--- config.mk ---
export PLATFORM = sky130hd
export DESIGN_NAME = lzwc_obuf
export DESIGN_NICKNAME = d
export VERILOG_FILES = /design/src/rtl/core/lzwc_pkg.sv /design/src/rtl/core/lzwc_obuf.sv
export SDC_FILE = /design/constraint.sdc
export NUM_CORES = 1
export LEC_CHECK = 0
export ABC_AREA = 1
export BUFFER_PORTS_ARGS = -buffer_cell sky130_fd_sc_hd__buf_2
export CAP_MARGIN = 20
export CORE_UTILIZATION = 48
export CTS_CLUSTER_DIAMETER = 100
export CTS_CLUSTER_SIZE = 16
export DETAILED_ROUTE_END_ITERATION = 12
export PLACE_DENSITY = 0.78
export SLEW_MARGIN = 20
export SYNTH_ARGS = -nofsm -noshare
export SYNTH_HDL_FRONTEND = slang
export SYNTH_SLANG_ARGS = --single-unit
--- constraint.sdc ---
create_clock -name clk -period 3.4 [get_ports clk]
set_input_delay 0.51 -clock clk [delete_from_list [all_inputs] [get_ports clk]]
set_output_delay 0.51 -clock clk [all_outputs]
set_load 0.01 [all_outputs]
--- src/rtl/core/lzwc_pkg.sv ---
// Shared constants and types for the LZW .Z stream compressor.
`timescale 1ns / 1ps
`default_nettype none
package lzwc_pkg;

  localparam logic [7:0]  MAGIC_1     = 8'h1F;
  localparam logic [7:0]  MAGIC_2     = 8'h9D;
  localparam logic [15:0] CLEAR_CODE  = 16'd256;
  localparam logic [16:0] FIRST_CODE  = 17'd257;
  localparam logic [4:0]  START_WIDTH = 5'd9;
  localparam logic [16:0] INIT_LIMIT  = 17'd512;
  localparam logic [16:0] NO_LIMIT    = 17'h1FFFF;
  localparam logic [31:0] RATIO_SAT   = 32'h7FFF_FFFF;
  localparam logic [31:0] BIG_TAKEN   = 32'h007F_FFFF;

  localparam logic [1:0]  CFG_MAX_BITS   = 2'd0;
  localparam logic [1:0]  CFG_BLOCK_MODE = 2'd1;
  localparam logic [1:0]  CFG_OMIT_MAGIC = 2'd2;

  localparam int EPOCH_W = 8;

  // Byte request from the sequencer to the output buffer
  typedef struct packed {
    logic       emit;
    logic [7:0] data;
    logic       close;
    logic       done;
  } obuf_req_t;

endpackage
`default_nettype wire

--- src/rtl/core/lzwc_obuf.sv ---
// Output stage: one byte held back so the last byte of a run can be flagged.
`timescale 1ns / 1ps
`default_nettype none
module lzwc_obuf (
  input  wire logic                clk,
  input  wire logic                rst_n,
  input  wire lzwc_pkg::obuf_req_t req,
  output logic                     ready,
  output logic                     out_tvalid,
  input  wire logic                out_tready,
  output logic [7:0]               out_tdata,  // out_byte
  output logic                     out_tlast,  // last_of_run
  output logic                     out_tuser   // stream_done
);
  import lzwc_pkg::*;

  logic       pend_v_r, pend_v_nxt;
  logic [7:0] pend_r, pend_nxt;
  logic       out_v_r, out_v_nxt;
  logic [7:0] out_d_r, out_d_nxt;
  logic       out_l_r, out_l_nxt;
  logic       out_u_r, out_u_nxt;
  logic       out_free;

  assign out_free = !out_v_r || out_tready;
  assign ready    = !pend_v_r || out_free;

  always_comb begin
    pend_v_nxt = pend_v_r;
    pend_nxt   = pend_r;
    out_v_nxt  = out_v_r && !out_tready;
    out_d_nxt  = out_d_r;
    out_l_nxt  = out_l_r;
    out_u_nxt  = out_u_r;
    if (req.emit && ready) begin
      if (pend_v_r) begin
        out_v_nxt = 1'b1;
        out_d_nxt = pend_r;
        out_l_nxt = 1'b0;
        out_u_nxt = 1'b0;
      end
      pend_v_nxt = 1'b1;
      pend_nxt   = req.data;
    end else if (req.close && ready) begin
      if (pend_v_r) begin
        out_v_nxt = 1'b1;
        out_d_nxt = pend_r;
        out_l_nxt = 1'b1;
        out_u_nxt = req.done;
      end
      pend_v_nxt = 1'b0;
    end
  end

  always_ff @(posedge clk) begin
    if (!rst_n) begin
      pend_v_r <= 1'b0;
      out_v_r  <= 1'b0;
    end else begin
      pend_v_r <= pend_v_nxt;
      out_v_r  <= out_v_nxt;
    end
  end

  always_ff @(posedge clk) begin
    pend_r  <= pend_nxt;
    out_d_r <= out_d_nxt;
    out_l_r <= out_l_nxt;
    out_u_r <= out_u_nxt;
  end

  assign out_tvalid = out_v_r;
  assign out_tdata  = out_d_r;
  assign out_tlast  = out_l_r;
  assign out_tuser  = out_u_r;

endmodule
`default_nettype wire

# Yosys cells after proc, flatten, opt, wreduce, memory -nomap -nowiden
# Index checks and enable logic that the tools add are counted.
# op_classes
addsub,0
multipliers,0
div,0
order_cmp,0
n_eq_ne,2
n_shift,0
mux,15
bitwise,0
n_reduce_logical,10
# op_table
operator,n
8-bit 2-to-1 mux,3
1-bit 2-to-1 mux,12
"2-bit != test, second input constant",2
1-bit logical AND,3
1-bit zero test,3
3-bit AND reduction,1
1-bit logical OR,2
2-bit nonzero test,1
# totals
regBits,20
latchBits,0
ram_bits,0
mem_bits_ro,0
inputBits,14
word_cells,33
mem_count,0

# Depth between registers and ports, before layout
# depth
depth_word,6
depth_mapped,5

# Least setup slack after synthesis
# OpenSTA, ideal clock, no wires.
# synth_timing
path_kind,input -> register
startpoint,in req[10] (netlist bit)
endpoint,reg out_d_r[0] (netlist: out_tdata[0]) (enable)
t_arrival_ps,944
required_ps,3029
path_slack_ps,2085
cell_stages,2
n_path_buf,0
cell_sequence,o21ai_2 > nor2_1
# synth_via
elab_chain_cells,2
# synth_rtl
item,line,rtl
"start, declared",lzwc_obuf.sv:7,"input wire lzwc_pkg::obuf_req_t req,"
1-bit logical AND,lzwc_obuf.sv:35,if (req.emit && ready) begin
2-bit nonzero test (no line),-,
"end signal, assigned",lzwc_obuf.sv:67,out_d_r <= out_d_nxt;
"end, declared",lzwc_obuf.sv:20,"logic [7:0] out_d_r, out_d_nxt;"
# Every way passes these cells.
# A chain may end at the register's enable or synchronous reset.

# Worst setup path after layout
# layout_timing
startpoint,reg out_v_r (netlist: out_tvalid)
endpoint,out ready
# layout_via
elab_chain_cells,3
# layout_rtl
item,line,rtl
"start, declared",lzwc_obuf.sv:19,"logic out_v_r, out_v_nxt;"
"start signal, assigned",lzwc_obuf.sv:61,out_v_r <= out_v_nxt;
1-bit zero test,lzwc_obuf.sv:25,assign out_free = !out_v_r || out_tready;
1-bit logical OR,lzwc_obuf.sv:25,
1-bit logical OR,lzwc_obuf.sv:26,assign ready = !pend_v_r || out_free;
"end, declared",lzwc_obuf.sv:8,"output logic ready,"
# Every way passes these cells.

==> results.py <==
metrics = {
    "global_routing": {
        "globalRouteOverflowTotal": 0,
        "antenna_found_initial": 0,
        "grt_pass1_wl_um": 1518,
        "grt_pass1_vias": 334,
        "grt_usage_pct": 17.10,
        "grt_max_degree": 11,
    },
    "critical_path": {
        "timing_worst_setup_path_type": "reg -> out",
        "rr_endpoint": "out_tdata[4]",
        "critPathArrivalTime_ns": 1.06,
        "cp-endpoint": "ready",
        "crit_slowest_cell": "dfxtp_1",
        "crit_start": "out_tvalid",
        "reg2reg_slack_ns": 2.00,
        "end_kind": "output port",
        "worst_r2r_path_depth": 2,
        "slowest_delay_ns": 0.37,
        "startpoint_type": "register",
        "crit_fanout": 3,
        "cp_data_required_time_ns": 2.89,
        "path_cells": "inv_2 -> nor2_4 -> nand2_2 -> buf_2",
        "r2r_start": "pend_v_r",
    },
    "cts": {
        "cts_buffers": 3,
        "cts_root_buf": "clkbuf_4",
        "clock_latency_ns": 0.29,
        "clkSinkCount": 20,
        "post_cts_resized": 0,
        "postCtsHoldBufs": 0,
        "cts.clk_slew.worst_paths_ns": 0.10,
        "cts_max_level": 1,
        "cts_tree": "yes",
        "cts_setup_buffers": 0,
        "ctsLongestPathBuffers": 2,
    },
    "synth": {
        "syn_area_um2": 685.7,
        "synth_cell_types": 11,
        "yosys_most_used_dff": "edfxtp_1",
        "ys_async_sr_fraction_pct": 0,
        "synth_area_leaders": "edfxtp_1, dfxtp_1, nor2_1",
        "synth.largest_area_cell": "edfxtp_1",
        "synthTopCellsByCount": "edfxtp_1, nor2_1, inv_1",
        "synth.avg_cell_area_um2": 16.72,
        "yosysMostFrequentCell": "edfxtp_1",
        "yosysSeqAreaShare_pct": 84.67,
        "ys_ff_latch": 20,
        "syn-instance-count": 41,
        "ys_warn_count": 0,
        "synth_top_area_share_pct": 78.83,
        "synth-edff-count": 18,
        "syn-num-nets": 55,
    },
    "floorplan": {
        "die_w_um": 39.80,
        "placementRows": 13,
        "fp.dieH_um": 39.80,
        "core_area_um2": 1318,
        "ios": 26,
        "die_area_um2": 1584,
        "start_util_pct": 52.04,
    },
    "placed_design": {
        "pre_cts_slack_ns": 1.787,
        "placedInstanceArea_um2": 829.5,
        "placed_cells": 81,
        "dp_hpwl_um": 797,
        "portBuffers": 25,
        "gp_congestion": 0.6857,
    },
    "timing": {
        "slew_violations": 0,
        "rsz0062_at_grt": "no",
        "layout_worst_path_cycle_share_pct": 46.05,
        "worst_pin_slew_ns": 0.6027,
        "finalCriticalPeriod_ns": 1.566,
        "setup-violations-final": 0,
        "skew_ns": 0.0009921,
        "hold_violations": 0,
        "fin_setup_tns_ns": 0,
        "max_freq_mhz": 638.6,
        "whs_ns": 0.3908,
        "relSlewSlack_pct": 59.67,
        "fin_ws_ns": 1.834,
    },
    "power_and_ir_drop": {
        "peakVddDrop_v": 0.0002848,
        "powerDensity_nw_per_um2": 495.5,
        "power.leakage_nw": 0.3608,
        "total_power_mw": 0.4222,
    },
    "flow_run": {
        "cap_viol_max_count": 0,
    },
    "routing": {
        "vias": 410,
        "viasPerCell": 4.881,
        "drc": 0,
        "ant_nets": 0,
        "drt-initial-drc-count": 17,
        "drt-pass1-iter-count": 4,
        "routed_wl_um": 1048,
        "wl_per_cell_um": 12.48,
    },
    "cells_and_area": {
        "area.growth.synth_to_final_pct": 24.27,
        "multi_input_area_um2": 78.83,
        "drive_gt1_share_pct": 52.17,
        "post-route-util_pct": 64.67,
        "seq_area_um2": 580.6,
        "fin_area_um2": 852.1,
        "instances_no_fill": 84,
        "diodes": 0,
        "num-nets-final": 85,
        "fillers": 99,
    },
    "worst_hold_path": {
        "hold_class": "in -> reg",
    },
    "outcome": {
        "status": "finished, final reports clean",
    },
}
[flip-flops by register name, indices dropped and copies added (netlist names)]
signal and cells:
out_tvalid 1, out_tdata 8, out_tlast 1, pend_r 8, out_tuser 1, pend_v_r 1
[cells by family (layout without fill, tap and decap cells)]
logic type	Yosys count	count (layout)	synth area share, %
flip-flops	20	20	84.67
AO/OA/AOI/OAI	3	3	3.649
AND/OR/NAND/NOR	11	11	7.846
buffers and inverters	7	35	3.831
[worst min path at each step]
stage	endpoint	startpoint	cells after the start
floorplan	out_tdata[0]	pend_r[0]	0
global placement	out_tdata[5]	pend_r[5]	0
detailed placement	out_tdata[1]	pend_r[1]	0
CTS	pend_r[0]	req[2]	1
global route	pend_r[0]	req[2]	1
finish	pend_r[3]	req[5]	1
[cell type report]
class	instances	area share, %
flip-flops and latches	20	68.14
repair buffers	25	14.68
multi-input cells	14	9.251
inverters	7	3.084
clock buffers	3	2.643
well taps	15	2.203
[power by group]
part | total, mW | switching (mW) | leakage (nW) | internal, mW
clock network | 0.103 | 0.0620 | 0.0138 | 0.0412
registers | 0.288 | 0.00471 | 0.188 | 0.283
logic | 0.0315 | 0.0185 | 0.159 | 0.0130
[worst max-delay path, delay by kind of cell, from the launching register on]
kind / cells / cell delay (ns)
buffers and inverters: 2 / 0.20
flip-flops: 1 / 0.37
AND/OR/NAND/NOR: 2 / 0.20
[metal layers]
layer  up-vias  GRT usage, %  share of wire [%]
li1        196             -                  -
met1       184         18.29                 36
met2        25         24.59                 53
met3         5         6.818                7.7
met4         0         17.24                2.6
met5         -             0                  0
[placed cells by master (no fill, tap or decap), types with 2 or more instances in the layout]
cell | synthesis | final
dfxtp_1 | 2 | 2
nor2_1 | 5 | 5
nand2_2 | 2 | 2
buf_2 | 0 | 25
clkbuf_4 | 0 | 3
inv_2 | 3 | 3
inv_1 | 4 | 4
edfxtp_1 | 18 | 18
nand2_1 | 3 | 3
(Power assumes the default switching activity.)
