`src/rtl/core/lzwc_div.sv`:
```
// Restoring 32 by 32 bit divider, one quotient bit per cycle.
`timescale 1ns / 1ps
`default_nettype none
module lzwc_div (
  input  wire logic        clk,
  input  wire logic        rst_n,
  input  wire logic        start,
  input  wire logic [31:0] num,
  input  wire logic [31:0] den,
  output logic             done,
  output logic [31:0]      quot
);

  logic        busy_r, busy_nxt;
  logic        done_r, done_nxt;
  logic [4:0]  cnt_r, cnt_nxt;
  logic [31:0] rem_r, rem_nxt;
  logic [31:0] q_r, q_nxt;
  logic [31:0] den_r, den_nxt;
  logic [32:0] rem_sh;
  logic        ge;

  assign rem_sh = {rem_r, q_r[31]};
  assign ge     = rem_sh >= {1'b0, den_r};

  always_comb begin
    busy_nxt = busy_r;
    done_nxt = 1'b0;
    cnt_nxt  = cnt_r;
    rem_nxt  = rem_r;
    q_nxt    = q_r;
    den_nxt  = den_r;
    if (start) begin
      busy_nxt = 1'b1;
      cnt_nxt  = '0;
      rem_nxt  = '0;
      q_nxt    = num;
      den_nxt  = den;
    end else if (busy_r) begin
      rem_nxt = ge ? 32'(rem_sh - {1'b0, den_r}) : rem_sh[31:0];
      q_nxt   = {q_r[30:0], ge};
      cnt_nxt = cnt_r + 5'd1;
      if (cnt_r == 5'd31) begin
        busy_nxt = 1'b0;
        done_nxt = 1'b1;
      end
    end
  end

  always_ff @(posedge clk) begin
    if (!rst_n) begin
      busy_r <= 1'b0;
      done_r <= 1'b0;
      cnt_r  <= '0;
    end else begin
      busy_r <= busy_nxt;
      done_r <= done_nxt;
      cnt_r  <= cnt_nxt;
    end
  end

  always_ff @(posedge clk) begin
    rem_r <= rem_nxt;
    q_r   <= q_nxt;
    den_r <= den_nxt;
  end

  assign done = done_r;
  assign quot = q_r;

endmodule
`default_nettype wire

```
`config.mk`:
```
export PLATFORM = sky130hd
export DESIGN_NAME = lzwc_div
export DESIGN_NICKNAME = d
export VERILOG_FILES = /design/src/rtl/core/lzwc_div.sv
export SDC_FILE = /design/constraint.sdc
export NUM_CORES = 1
export LEC_CHECK = 0
export ABC_AREA = 1
export ABC_CLOCK_PERIOD_IN_PS = 2300
export BUFFER_PORTS_ARGS = -buffer_cell sky130_fd_sc_hd__buf_4
export CAP_MARGIN = 30
export CORE_ASPECT_RATIO = 1.75
export CORE_UTILIZATION = 52
export DETAILED_ROUTE_END_ITERATION = 10
export MAX_ROUTING_LAYER = met4
export PLACE_DENSITY = 0.77
export SLEW_MARGIN = 0
export SYNTH_ARGS = -nofsm -noshare
export SYNTH_HDL_FRONTEND = slang
export SYNTH_SLANG_ARGS = --single-unit
```
`constraint.sdc`:
```
create_clock -name clk -period 2.3 [get_ports clk]
set_input_delay 0.115 -clock clk [delete_from_list [all_inputs] [get_ports clk]]
set_output_delay 0.115 -clock clk [all_outputs]
set_load 0.005 [all_outputs]
```
# [Word level (Yosys, flattened, before mapping)]
# Cells that the tools add are included.
[op_classes] addsub=2 magnitude_cmp=1 eq_ne=1 mux=7 n_bitwise=2 reduce_logical=3
[ops] op="$mux W32" count=3
[ops] op="$ge A33 B32 Y1" count=1
[ops] op="$sub A32 B32 Y32" count=1
[ops] op="$add A5 B1 Y5 const B" count=1
[ops] op="$eq A5 B5 Y1 const B" count=1
[ops] op="$mux W1" count=4
[ops] op="$reduce_or A3 Y1" count=1
[ops] op="$not A1 Y1" count=2
[ops] op="$reduce_bool A2 Y1" count=1
[ops] op="$reduce_or A2 Y1" count=1
[word_totals] reg_bits=103 inputBits=67 word_cells=22

# [Depth between registers and ports, before layout]
# Gate-level depths: netlist of run 1.
[logic_depth] depth_word=4 ltp_mapped=17 mapped_depth_nobuf=16

# [Least setup slack after synthesis of run 1]
# No wires, ideal clock.
[synth_timing] path_type="register to register" startpoint="register busy_r" endpoint="register q_r[0], in the netlist quot[0] (enable)" arrival_time_ps=1741 required_time_ps=1891 slack_ps=149 path_stages_with_launch=4 synth_period_minus_slack_ps=2151 cell_sequence="dfxtp_1 nor2_1 inv_2 buf_1"
[synth_via] elab_chain_cells=1
[synth_rtl] element="start: declaration" line="14" rtl="logic busy_r, busy_nxt;"
[synth_rtl] element="start signal: assignment" line="56" rtl="busy_r <= busy_nxt;"
[synth_rtl] element="$reduce_bool A2 Y1 (no line)"
[synth_rtl] element="end signal: assignment" line="64" rtl="q_r <= q_nxt;"
[synth_rtl] element="end: declaration" line="18" rtl="logic [31:0] q_r, q_nxt;"
# No other way between the ends.
# A chain may end at the register's enable or synchronous reset.

# [Final worst setup path of run 1]
[layout_timing] startpoint="register den_r[28]" endpoint="register rem_r[15]"
[layout_via] elab_chain_cells=2
[layout_rtl] element="start: declaration" line="19" rtl="logic [31:0] den_r, den_nxt;"
[layout_rtl] element="start signal: assignment" line="65" rtl="den_r <= den_nxt;"
[layout_rtl] element="$ge A33 B32 Y1" line="24" rtl="assign ge = rem_sh >= {1'b0, den_r};"
[layout_rtl] element="$mux W32" line="40" rtl="rem_nxt = ge ? 32'(rem_sh - {1'b0, den_r}) : rem_sh[31:0];"
[layout_rtl] element="end signal: assignment" line="63" rtl="rem_r <= rem_nxt;"
[layout_rtl] element="end: declaration" line="17" rtl="logic [31:0] rem_r, rem_nxt;"
# No other way between the ends.

==> impl_metrics.yaml, run 1 <==
status:
  status: "finished, final reports clean"
clock_network:
  cts_tree: "yes"
  root_buffer: "clkbuf_16"
  clk_pin_slew_ps: 90
  clk_latency_ps: 360
  h-tree-depth: 3
  numClockSinks: 103
  cts_buffer_depth: 2
  numCtsBuffers: 9
setup_path:
  cp_max_fo: 11
  crit_type: "flop to flop"
  end_kind: "flop"
  start_kind: "flop"
  critical_path_required_ps: 2590
  arrival_ps: 2520
routing:
  drt_iter0_markers: 312
  drc_errors: 0
  vias: 6567
  viasPerCell: 5.12
  dr.pass1.iters: 5
  topRoutingLayerUsed: "met4"
  met3WireLength_um: 603
  final_antenna_net_count: 0
  m1WireLength_um: 6940
  wl_met2_um: 10400
  routed_wirelength_um: 19200
  wl_per_cell_um: 15.0
cells_and_area:
  final_util: 0.683
  syn_to_final_growth_pct: 28.0
  mostFrequentLayoutCells: "nand2_1, inv_1, buf_4"
  fillerInstances: 1141
  nNetsFinal: 1211
  final_cells: 1282
  layout_commonest_cell: "nand2_1"
  n_antenna_cell: 0
  drive_gt1_frac: 0.158
floorplanning:
  fp.dieH_um: 152
  rows: 54
  initial_core_util: 0.533
  dieArea_um2: 13300
  ios: 100
  core-area_um2: 12500
  dieWidth_um: 87.6
logic_synthesis:
  synth_nets: 1064
  synth_cell_types: 35
  synth.avg_cell_area_um2: 6.93
  yosysSeqAreaShare: 0.405
  synthCells: 962
  netlist_area_um2: 6670
  ys_ff_latch: 103
  ys_warn_count: 0
power:
  power_mw: 4.46
  p_leak_nw: 4.53
  ir_worst_vdd_v: 0.000530
  p_per_area_nw_per_um2: 523
grt:
  grt_pass1_wl_um: 29800
  antenna_found_initial: 0
  grt_pass1_vias: 6473
  grtUsageTotal: 0.307
  grt_start_max_net_pins: 49
  grt_remaining_overflow: 0
sta:
  final.min_clock_period_ps: 2240
  rsz0062_at_grt: "yes"
  slew_headroom: 0.637
  fmax_mhz: 447
  skew_ps: 11.8
  setup_violations: 0
  hold_violations: 0
  slew_viol_final: 0
  finalCritPeriodShare: 0.973
  worst_pin_slew_ps: 544
run:
  drv_cap: 0
place:
  gp_congestion: 1.00
  dpl.hpwl_um: 14400
  port_buffers: 99
  dp.cells: 1231
hold_path:
  hold_class: "input pin to flop"
[critical path, cell delays in order (launching register included)]
cell      delay (ps)
edfxtp_1         380
inv_1             70
ha_2             320
a21oi_2          220
nand2_1          110
a21oi_2          150
nand2_2           80
a21oi_4          260
nand2_4          150
buf_12           170
nand2_1           50
nand3_1           90
o21ai_1          110
[power by group]
part / total [mW] / switching (mW) / internal, mW
registers: 2.14 / 0.0520 / 2.09
logic: 0.710 / 0.379 / 0.331
clock network: 1.61 / 0.819 / 0.793
total: 4.46 / 1.25 / 3.21
[layer usage]
metal | up-vias | GRT usage
li1 | 3278 | -
met1 | 2993 | 0.284
met2 | 208 | 0.572
met3 | 88 | 0.0417
met4 | 0 | 0.206
met5 | - | -
[area by class of cell]
cell class	instances	area, um2	share of cell area
flip-flops and latches	103	2700	0.317
well taps	168	210	0.0246
inverters	176	661	0.0774
clock inverters	7	88.8	0.0104
clock buffers	9	225	0.0264
multi-input cells	661	3310	0.388
repair buffers	158	1330	0.156
[kinds of logic after synthesis]
family,after synthesis,synth area share
AND/OR/NAND/NOR,558,0.350
buffers and inverters,198,0.115
flip-flops,103,0.405
AO/OA/AOI/OAI,54,0.0441
adder cells (fa/ha/maj),35,0.0668
XOR/XNOR,14,0.0184
[stage by stage]
step	instance area [um2]	setup slack [ps]	setup TNS (ps)	hold WS, ps
after floorplan	6670	149	0	214
after global placement	7750	26.1	0	293
after detailed placement	7750	1.89	0	294
after CTS	8390	48.7	0	9.35
after global routing	8530	-78.8	-928	18.3
final	8530	62.9	0	13.0
[Yosys cell counts]
master | count | area [um2]
buf_4 | 2 | 15.0
nand2_1 | 395 | 1480
nor4_1 | 1 | 6.26
nand4_1 | 1 | 6.26
buf_2 | 7 | 35.0
clkinv_1 | 1 | 3.75
nand3_1 | 73 | 365
o21ai_1 | 16 | 80.1
o21ai_0 | 6 | 30.0
fa_1 | 1 | 20.0
clkbuf_1 | 11 | 41.3
xor2_1 | 1 | 8.76
xnor2_1 | 13 | 114
nor2_2 | 2 | 12.5
dfxtp_1 | 39 | 781
nand2_4 | 2 | 22.5
nand3b_1 | 22 | 165
nand2_2 | 3 | 18.8
nand3_2 | 1 | 10.0
a211oi_1 | 1 | 7.51
edfxtp_1 | 64 | 1920
a31oi_1 | 2 | 12.5
a21oi_4 | 1 | 16.3
nor3_1 | 8 | 40.0
buf_1 | 1 | 3.75
inv_1 | 174 | 653
ha_1 | 34 | 425
a21oi_1 | 25 | 125
nor3_2 | 1 | 10.0
buf_6 | 1 | 11.3
and2_1 | 2 | 12.5
o21bai_1 | 3 | 22.5
inv_2 | 1 | 3.75
nor2_1 | 45 | 169
and3_1 | 2 | 12.5
[registers in the layout, summed over array words and instances (netlist names)]
name,cells
den_r,32
quot,32
rem_r,32
cnt_r,5
busy_r,1
done,1
[worst paths after layout]
kind / from / end / slack, ps / cells past startpoint
setup / recovery: den_r[28] / rem_r[15] / 60 / 12
setup reg to reg: den_r[28] / rem_r[15] / 60 / 12
hold reg to reg: rem_r[23] / rem_r[23] / 470 / 2
hold / removal: num[30] / quot[30] / 10 / 3
[timing repair]
action | CTS | global route
gates cloned | 0 | 1
endpoints found under the setup margin | 1 | 33
pin swaps | 0 | 2
resized for setup | 1 | 23
buffers inserted | 0 | 2
hold endpoints to repair | 32 | 0
hold buffers | 32 | 0
No activity file was read; power rests on OpenSTA's default activity.
==> inputs of run 2 (changes only) <==
--- a/config.mk
+++ b/config.mk
@@ -13,7 +13,7 @@
 export CORE_UTILIZATION = 52
 export DETAILED_ROUTE_END_ITERATION = 10
 export MAX_ROUTING_LAYER = met4
-export PLACE_DENSITY = 0.77
+export PLACE_DENSITY = 0.75
 export SLEW_MARGIN = 0
 export SYNTH_ARGS = -nofsm -noshare
 export SYNTH_HDL_FRONTEND = slang
==> run 2 against run 1 <==
Sequential share of layout area fell by 0.57 points. Fmax rose by 1.6%. Critical path type unchanged. Clock-buffer cell count did not move. Utilization rose by 1.3 points. Critical endpoint unchanged. Final area rose by 1.8%. Register-to-register slack improved by 40 ps. Non-clock buffer count did not move.
==> impl_metrics.yaml, run 2 (synthesis gave the netlist of run 1 again) <==
status:
  status: "finished, final reports clean"
setup_path:
  end_kind: "flop"
  slowest_delay_ps: 460
  crit_path_frequent_cell: "nand2_1"
  crit_type: "flop to flop"
  crit_path_cell_trace: "inv_1 > ha_1 > nand2_1 > nor2_1 > nand2_1 > nor2_1 > nand2_1 > nand2_2 > a21oi_4 > buf_12 > nand2_8 > buf_12 > nand2_1 > nand3_1 > o21ai_1"
  cp_max_fo: 10
  start_kind: "flop"
  worst_r2r_endpoint: "rem_r[15]"
  reg2reg_slack_ps: 100
  worstRegToRegCells: 15
  arrival_ps: 2430
  cpMaxStageDelayCell: "ha_1"
  critical_path_required_ps: 2530
  r2r_start: "quot[31]"
power:
  p_seq_frac: 0.492
  ir_worst_vdd_v: 0.000354
  p_per_area_nw_per_um2: 501
  intPower_mw: 3.19
  p_switching_mw: 1.17
  power_mw: 4.35
  sw_frac_of_total: 0.268
  p_leak_nw: 4.52
  power_frac_clock: 0.338
  comb_power_share: 0.170
sta:
  rsz0062_at_grt: "yes"
  worst_pin_slew_ps: 498
  finalCritPeriodShare: 0.957
  fmax_mhz: 454
  slew_headroom: 0.668
  slew_viol_final: 0
  final.min_clock_period_ps: 2200
  tns_ps: 0
  hold_violations: 0
  skew_ps: 13.0
  setup_violations: 0
routing:
  drc_errors: 0
  wl_per_cell_um: 15.5
  viasPerCell: 5.14
  drt_iter0_markers: 417
  routed_wirelength_um: 19900
  vias: 6593
  dr.pass1.iters: 7
  final_antenna_net_count: 0
hold_path:
  holdCritStartpoint: "rst_n"
  hold_depth: 2
  worstHoldEndpoint: "done"
  hold_class: "input pin to flop"
cells_and_area:
  syn_to_final_growth_pct: 30.4
  final_cells: 1282
  multi_input_area_um2: 3440
  mostFrequentLayoutCells: "nand2_1, inv_1, buf_4"
  fillerInstances: 1088
  final_util: 0.695
  n_antenna_cell: 0
  ff_latch_area_um2: 2700
  layout_commonest_cell: "nand2_1"
  nNetsFinal: 1211
  fin_area_um2: 8690
  drive_gt1_frac: 0.178
grt:
  grt_remaining_overflow: 0
  use_met3: 0.0542
  grt_pass1_wl_um: 30500
  met1_usage: 0.284
  antenna_found_initial: 0
  gr-usage-met2: 0.570
  grt_start_max_net_pins: 47
  grt_pass1_vias: 6776
  top_usage_layer: "met2"
  grtUsageTotal: 0.315
clock_network:
  numClockSinks: 103
  root_buffer: "clkbuf_16"
  clk_latency_ps: 350
  h-tree-depth: 3
  numCtsBuffers: 9
  cts_tree: "yes"
  cts_buffer_depth: 2
  clk_pin_slew_ps: 70
floorplanning:
  dieArea_um2: 13300
  ios: 100
  core-area_um2: 12500
  initial_core_util: 0.533
  dieWidth_um: 87.6
  fp.dieH_um: 152
  rows: 54
place:
  placed_area_um2: 7730
  dp.cells: 1228
  port_buffers: 99
  gp_congestion: 0.994
  dpl.hpwl_um: 14300
run:
  drv_cap: 0
[run 2: changes by cell type in the layout (fill, tap and decap cells not counted), moves of 5 or more]
cell	delta
buf_4	-5
nand2_1	-10
ha_1	-6
nor2_2	+8
nand2_2	+11
ha_4	+6
nor2_1	-7
[run 2: per-layer routing]
metal	vias up	routed length (um)
met4	0	1610
li1	3272	-
met1	2974	6740
met3	104	996
met2	243	10600
met5	-	0
[run 2: timing repair]
item / in CTS / in global routing
resized for setup: 1 / 57
pin swaps: 0 / 2
setup endpoints to repair: 1 / 30
hold endpoints to repair: 32 / 0
buffers inserted: 0 / 3
gates cloned: 0 / 3
hold buffers: 32 / 0
[run 2: power groups by stage]
stage	Sequential, mW	Combinational, mW	Clock, mW
floorplan	2.18	0.315	0
global placement	2.18	0.632	0
CTS	2.14	0.684	1.50
detailed placement	2.18	0.639	0
finish	2.14	0.740	1.47
global route	2.16	0.815	1.55
[run 2: final cells by class]
class	instances	share of cell area
Multi-Input combinational cell	661	0.395
Sequential cell	103	0.311
Timing Repair Buffer	158	0.161
Inverter	176	0.0760
Clock buffer	9	0.0259
Tap cell	168	0.0242
Clock inverter	7	0.00619
[run 2: stage by stage]
| step | hold slack (ps) | setup slack (ps) |
|---|---|---|
| 6_report | 20.1 | 99.1 |
| 5_1_grt | 29.4 | -140 |
| 4_1_cts | 18.0 | 53.9 |
| 3_5_place_dp | 294 | 0.865 |
| 3_3_place_gp | 294 | 16.9 |
| 2_1_floorplan | 214 | 149 |
[run 2: how the worst max path moves through the flow]
stage                    from        end  cells after the start
floorplan              busy_r    quot[0]                      3
global placement     quot[31]  rem_r[28]                     15
detailed placement   quot[31]  rem_r[28]                     15
CTS                  quot[31]  rem_r[28]                     15
global route        den_r[17]  rem_r[15]                     12
finish               quot[31]  rem_r[15]                     15
[run 2: critical path, delay by kind of cell, from the launching register on]
family / cells / cell delay [ps]
and+or+nand+nor: 9 / 790
adders and majority gates: 1 / 460
DFF: 1 / 340
buffers and inverters: 3 / 340
AOI/OAI and AO/OA: 2 / 140
==> inputs of run 3 (changes only) <==
--- a/config.mk
+++ b/config.mk
@@ -12,7 +12,6 @@
 export CORE_ASPECT_RATIO = 1.75
 export CORE_UTILIZATION = 52
 export DETAILED_ROUTE_END_ITERATION = 10
-export MAX_ROUTING_LAYER = met4
 export PLACE_DENSITY = 0.75
 export SLEW_MARGIN = 0
 export SYNTH_ARGS = -nofsm -noshare
==> run 3 against run 2 <==
Setup slack better by 49 ps. Sequential power hardly changed. Combinational power is 6.1% lower. Final area is 3.3% lower. Via count is 2.9% lower. Power is 0.84% higher. Global-route usage is 1.9 points lower. Sequential share of layout area is 1.1 points higher. First-iteration DRC count is 44% lower. Non-clock buffer count is 7 lower. Cell count is 0.55% lower. Sequential cell count stayed put.
==> impl_metrics.yaml, run 3 (synthesis gave the netlist of run 1 again) <==
floorplanning:
  initial_core_util: 0.533
  core-area_um2: 12500
  ios: 100
  dieWidth_um: 87.6
  fp.dieH_um: 152
  dieArea_um2: 13300
  rows: 54
routing:
  drc_errors: 0
  viasPerCell: 5.02
  routed_wirelength_um: 18500
  dr.pass1.iters: 5
  final_antenna_net_count: 0
  vias: 6399
  wl_per_cell_um: 14.5
  drt_iter0_markers: 234
power:
  ir_worst_vdd_v: 0.000409
  power_frac_clock: 0.354
  sw_frac_of_total: 0.275
  comb_power_share: 0.158
  p_seq_frac: 0.488
  p_switching_mw: 1.21
  power_mw: 4.39
  intPower_mw: 3.18
  p_per_area_nw_per_um2: 522
  p_leak_nw: 4.47
clock_network:
  numCtsBuffers: 9
  cts_tree: "yes"
  numClockSinks: 103
  clk_latency_ps: 360
  root_buffer: "clkbuf_16"
  cts_buffer_depth: 2
  clk_pin_slew_ps: 80
  h-tree-depth: 3
place:
  dp.cells: 1227
  port_buffers: 99
  placed_area_um2: 7730
  gp_congestion: 0.993
  dpl.hpwl_um: 14100
cells_and_area:
  final_util: 0.672
  mostFrequentLayoutCells: "nand2_1, inv_1, buf_4"
  fin_area_um2: 8410
  final_cells: 1275
  layout_commonest_cell: "nand2_1"
  nNetsFinal: 1204
  n_antenna_cell: 0
  syn_to_final_growth_pct: 26.1
  drive_gt1_frac: 0.149
setup_path:
  critical_path_required_ps: 2560
  r2r_start: "quot[31]"
  crit_type: "flop to flop"
  arrival_ps: 2410
  start_kind: "flop"
  end_kind: "flop"
  worst_r2r_endpoint: "rem_r[16]"
  cp_max_fo: 3
  worstRegToRegCells: 14
  reg2reg_slack_ps: 150
sta:
  hold_violations: 0
  tns_ps: 0
  rsz0062_at_grt: "yes"
  slew_viol_final: 0
  finalCritPeriodShare: 0.935
  worst_pin_slew_ps: 524
  slew_headroom: 0.651
  setup_violations: 0
  fmax_mhz: 465
  final.min_clock_period_ps: 2150
  skew_ps: 8.93
grt:
  grt_remaining_overflow: 0
  antenna_found_initial: 0
  grtUsageTotal: 0.296
  grt_start_max_net_pins: 49
  grt_pass1_wl_um: 29500
  grt_pass1_vias: 6466
hold_path:
  hold_depth: 2
  holdCritStartpoint: "rst_n"
  hold_class: "input pin to flop"
  worstHoldEndpoint: "done"
status:
  status: "finished, final reports clean"
run:
  drv_cap: 0
==> run 3: worst max-delay path by stage <==
stage                     slack, ps  depth (start not counted)   endpoint       from
after detailed placement        -30                         15  rem_r[28]   quot[31]
after global routing            -10                         15   rem_r[1]  den_r[19]
after CTS                        30                         15  rem_r[28]   quot[31]
after floorplan                 150                          3    quot[0]     busy_r
after global placement           20                         15  rem_r[20]   quot[31]
final                           150                         14  rem_r[16]   quot[31]
==> run 3: worst max-delay path, cell delays in order (launching register included) <==
cell and delay, ps:
edfxtp_1 390, inv_1 90, ha_1 190, fa_2 240
inv_1 80, nand3_1 90, nand3_2 120, nand2_1 80
nand2_1 90, a21oi_1 300, nand2_1 120, nand2_1 90
nand2_1 50, nand3_1 60, nand2_1 50
==> run 3: layer usage <==
layer	vias to the layer above	GRT usage	part of all wire
met5	-	0	0
li1	3257	-	-
met3	68	0.0460	0.041
met4	0	0.180	0.056
met1	2885	0.280	0.35
met2	189	0.577	0.56
==> run 3: final cells by class <==
type                            instances  area (um2)
Fill cell                            1124        4090
Multi-Input combinational cell        661        3260
Sequential cell                       103        2700
Timing Repair Buffer                  151        1280
Inverter                              176         661
Clock buffer                            9         225
Tap cell                              168         210
Clock inverter                          7        73.8
==> run 3: power by group through the flow <==
stage	clock network, mW	registers, mW	logic [mW]
after floorplan	0	2.18	0.315
after global placement	0	2.18	0.634
after detailed placement	0	2.18	0.640
after CTS	1.58	2.14	0.685
after global routing	1.63	2.15	0.764
final	1.55	2.14	0.695
==> run 3: per-stage QoR <==
stage                     setup WS [ps]  hold slack (ps)
after global placement             19.5              293
after CTS                          33.1            0.252
after global routing              -14.6             21.1
final                               149             5.09
after detailed placement          -27.5              295
after floorplan                     149              214
==> run 3: what timing repair did <==
item                                    CTS  global route
hold buffers                             32             0
pin swaps                                 0             1
endpoints found under the setup margin    2            29
buffers inserted                          0             0
gates resized for setup                   1            17
hold endpoints to repair                 32             0
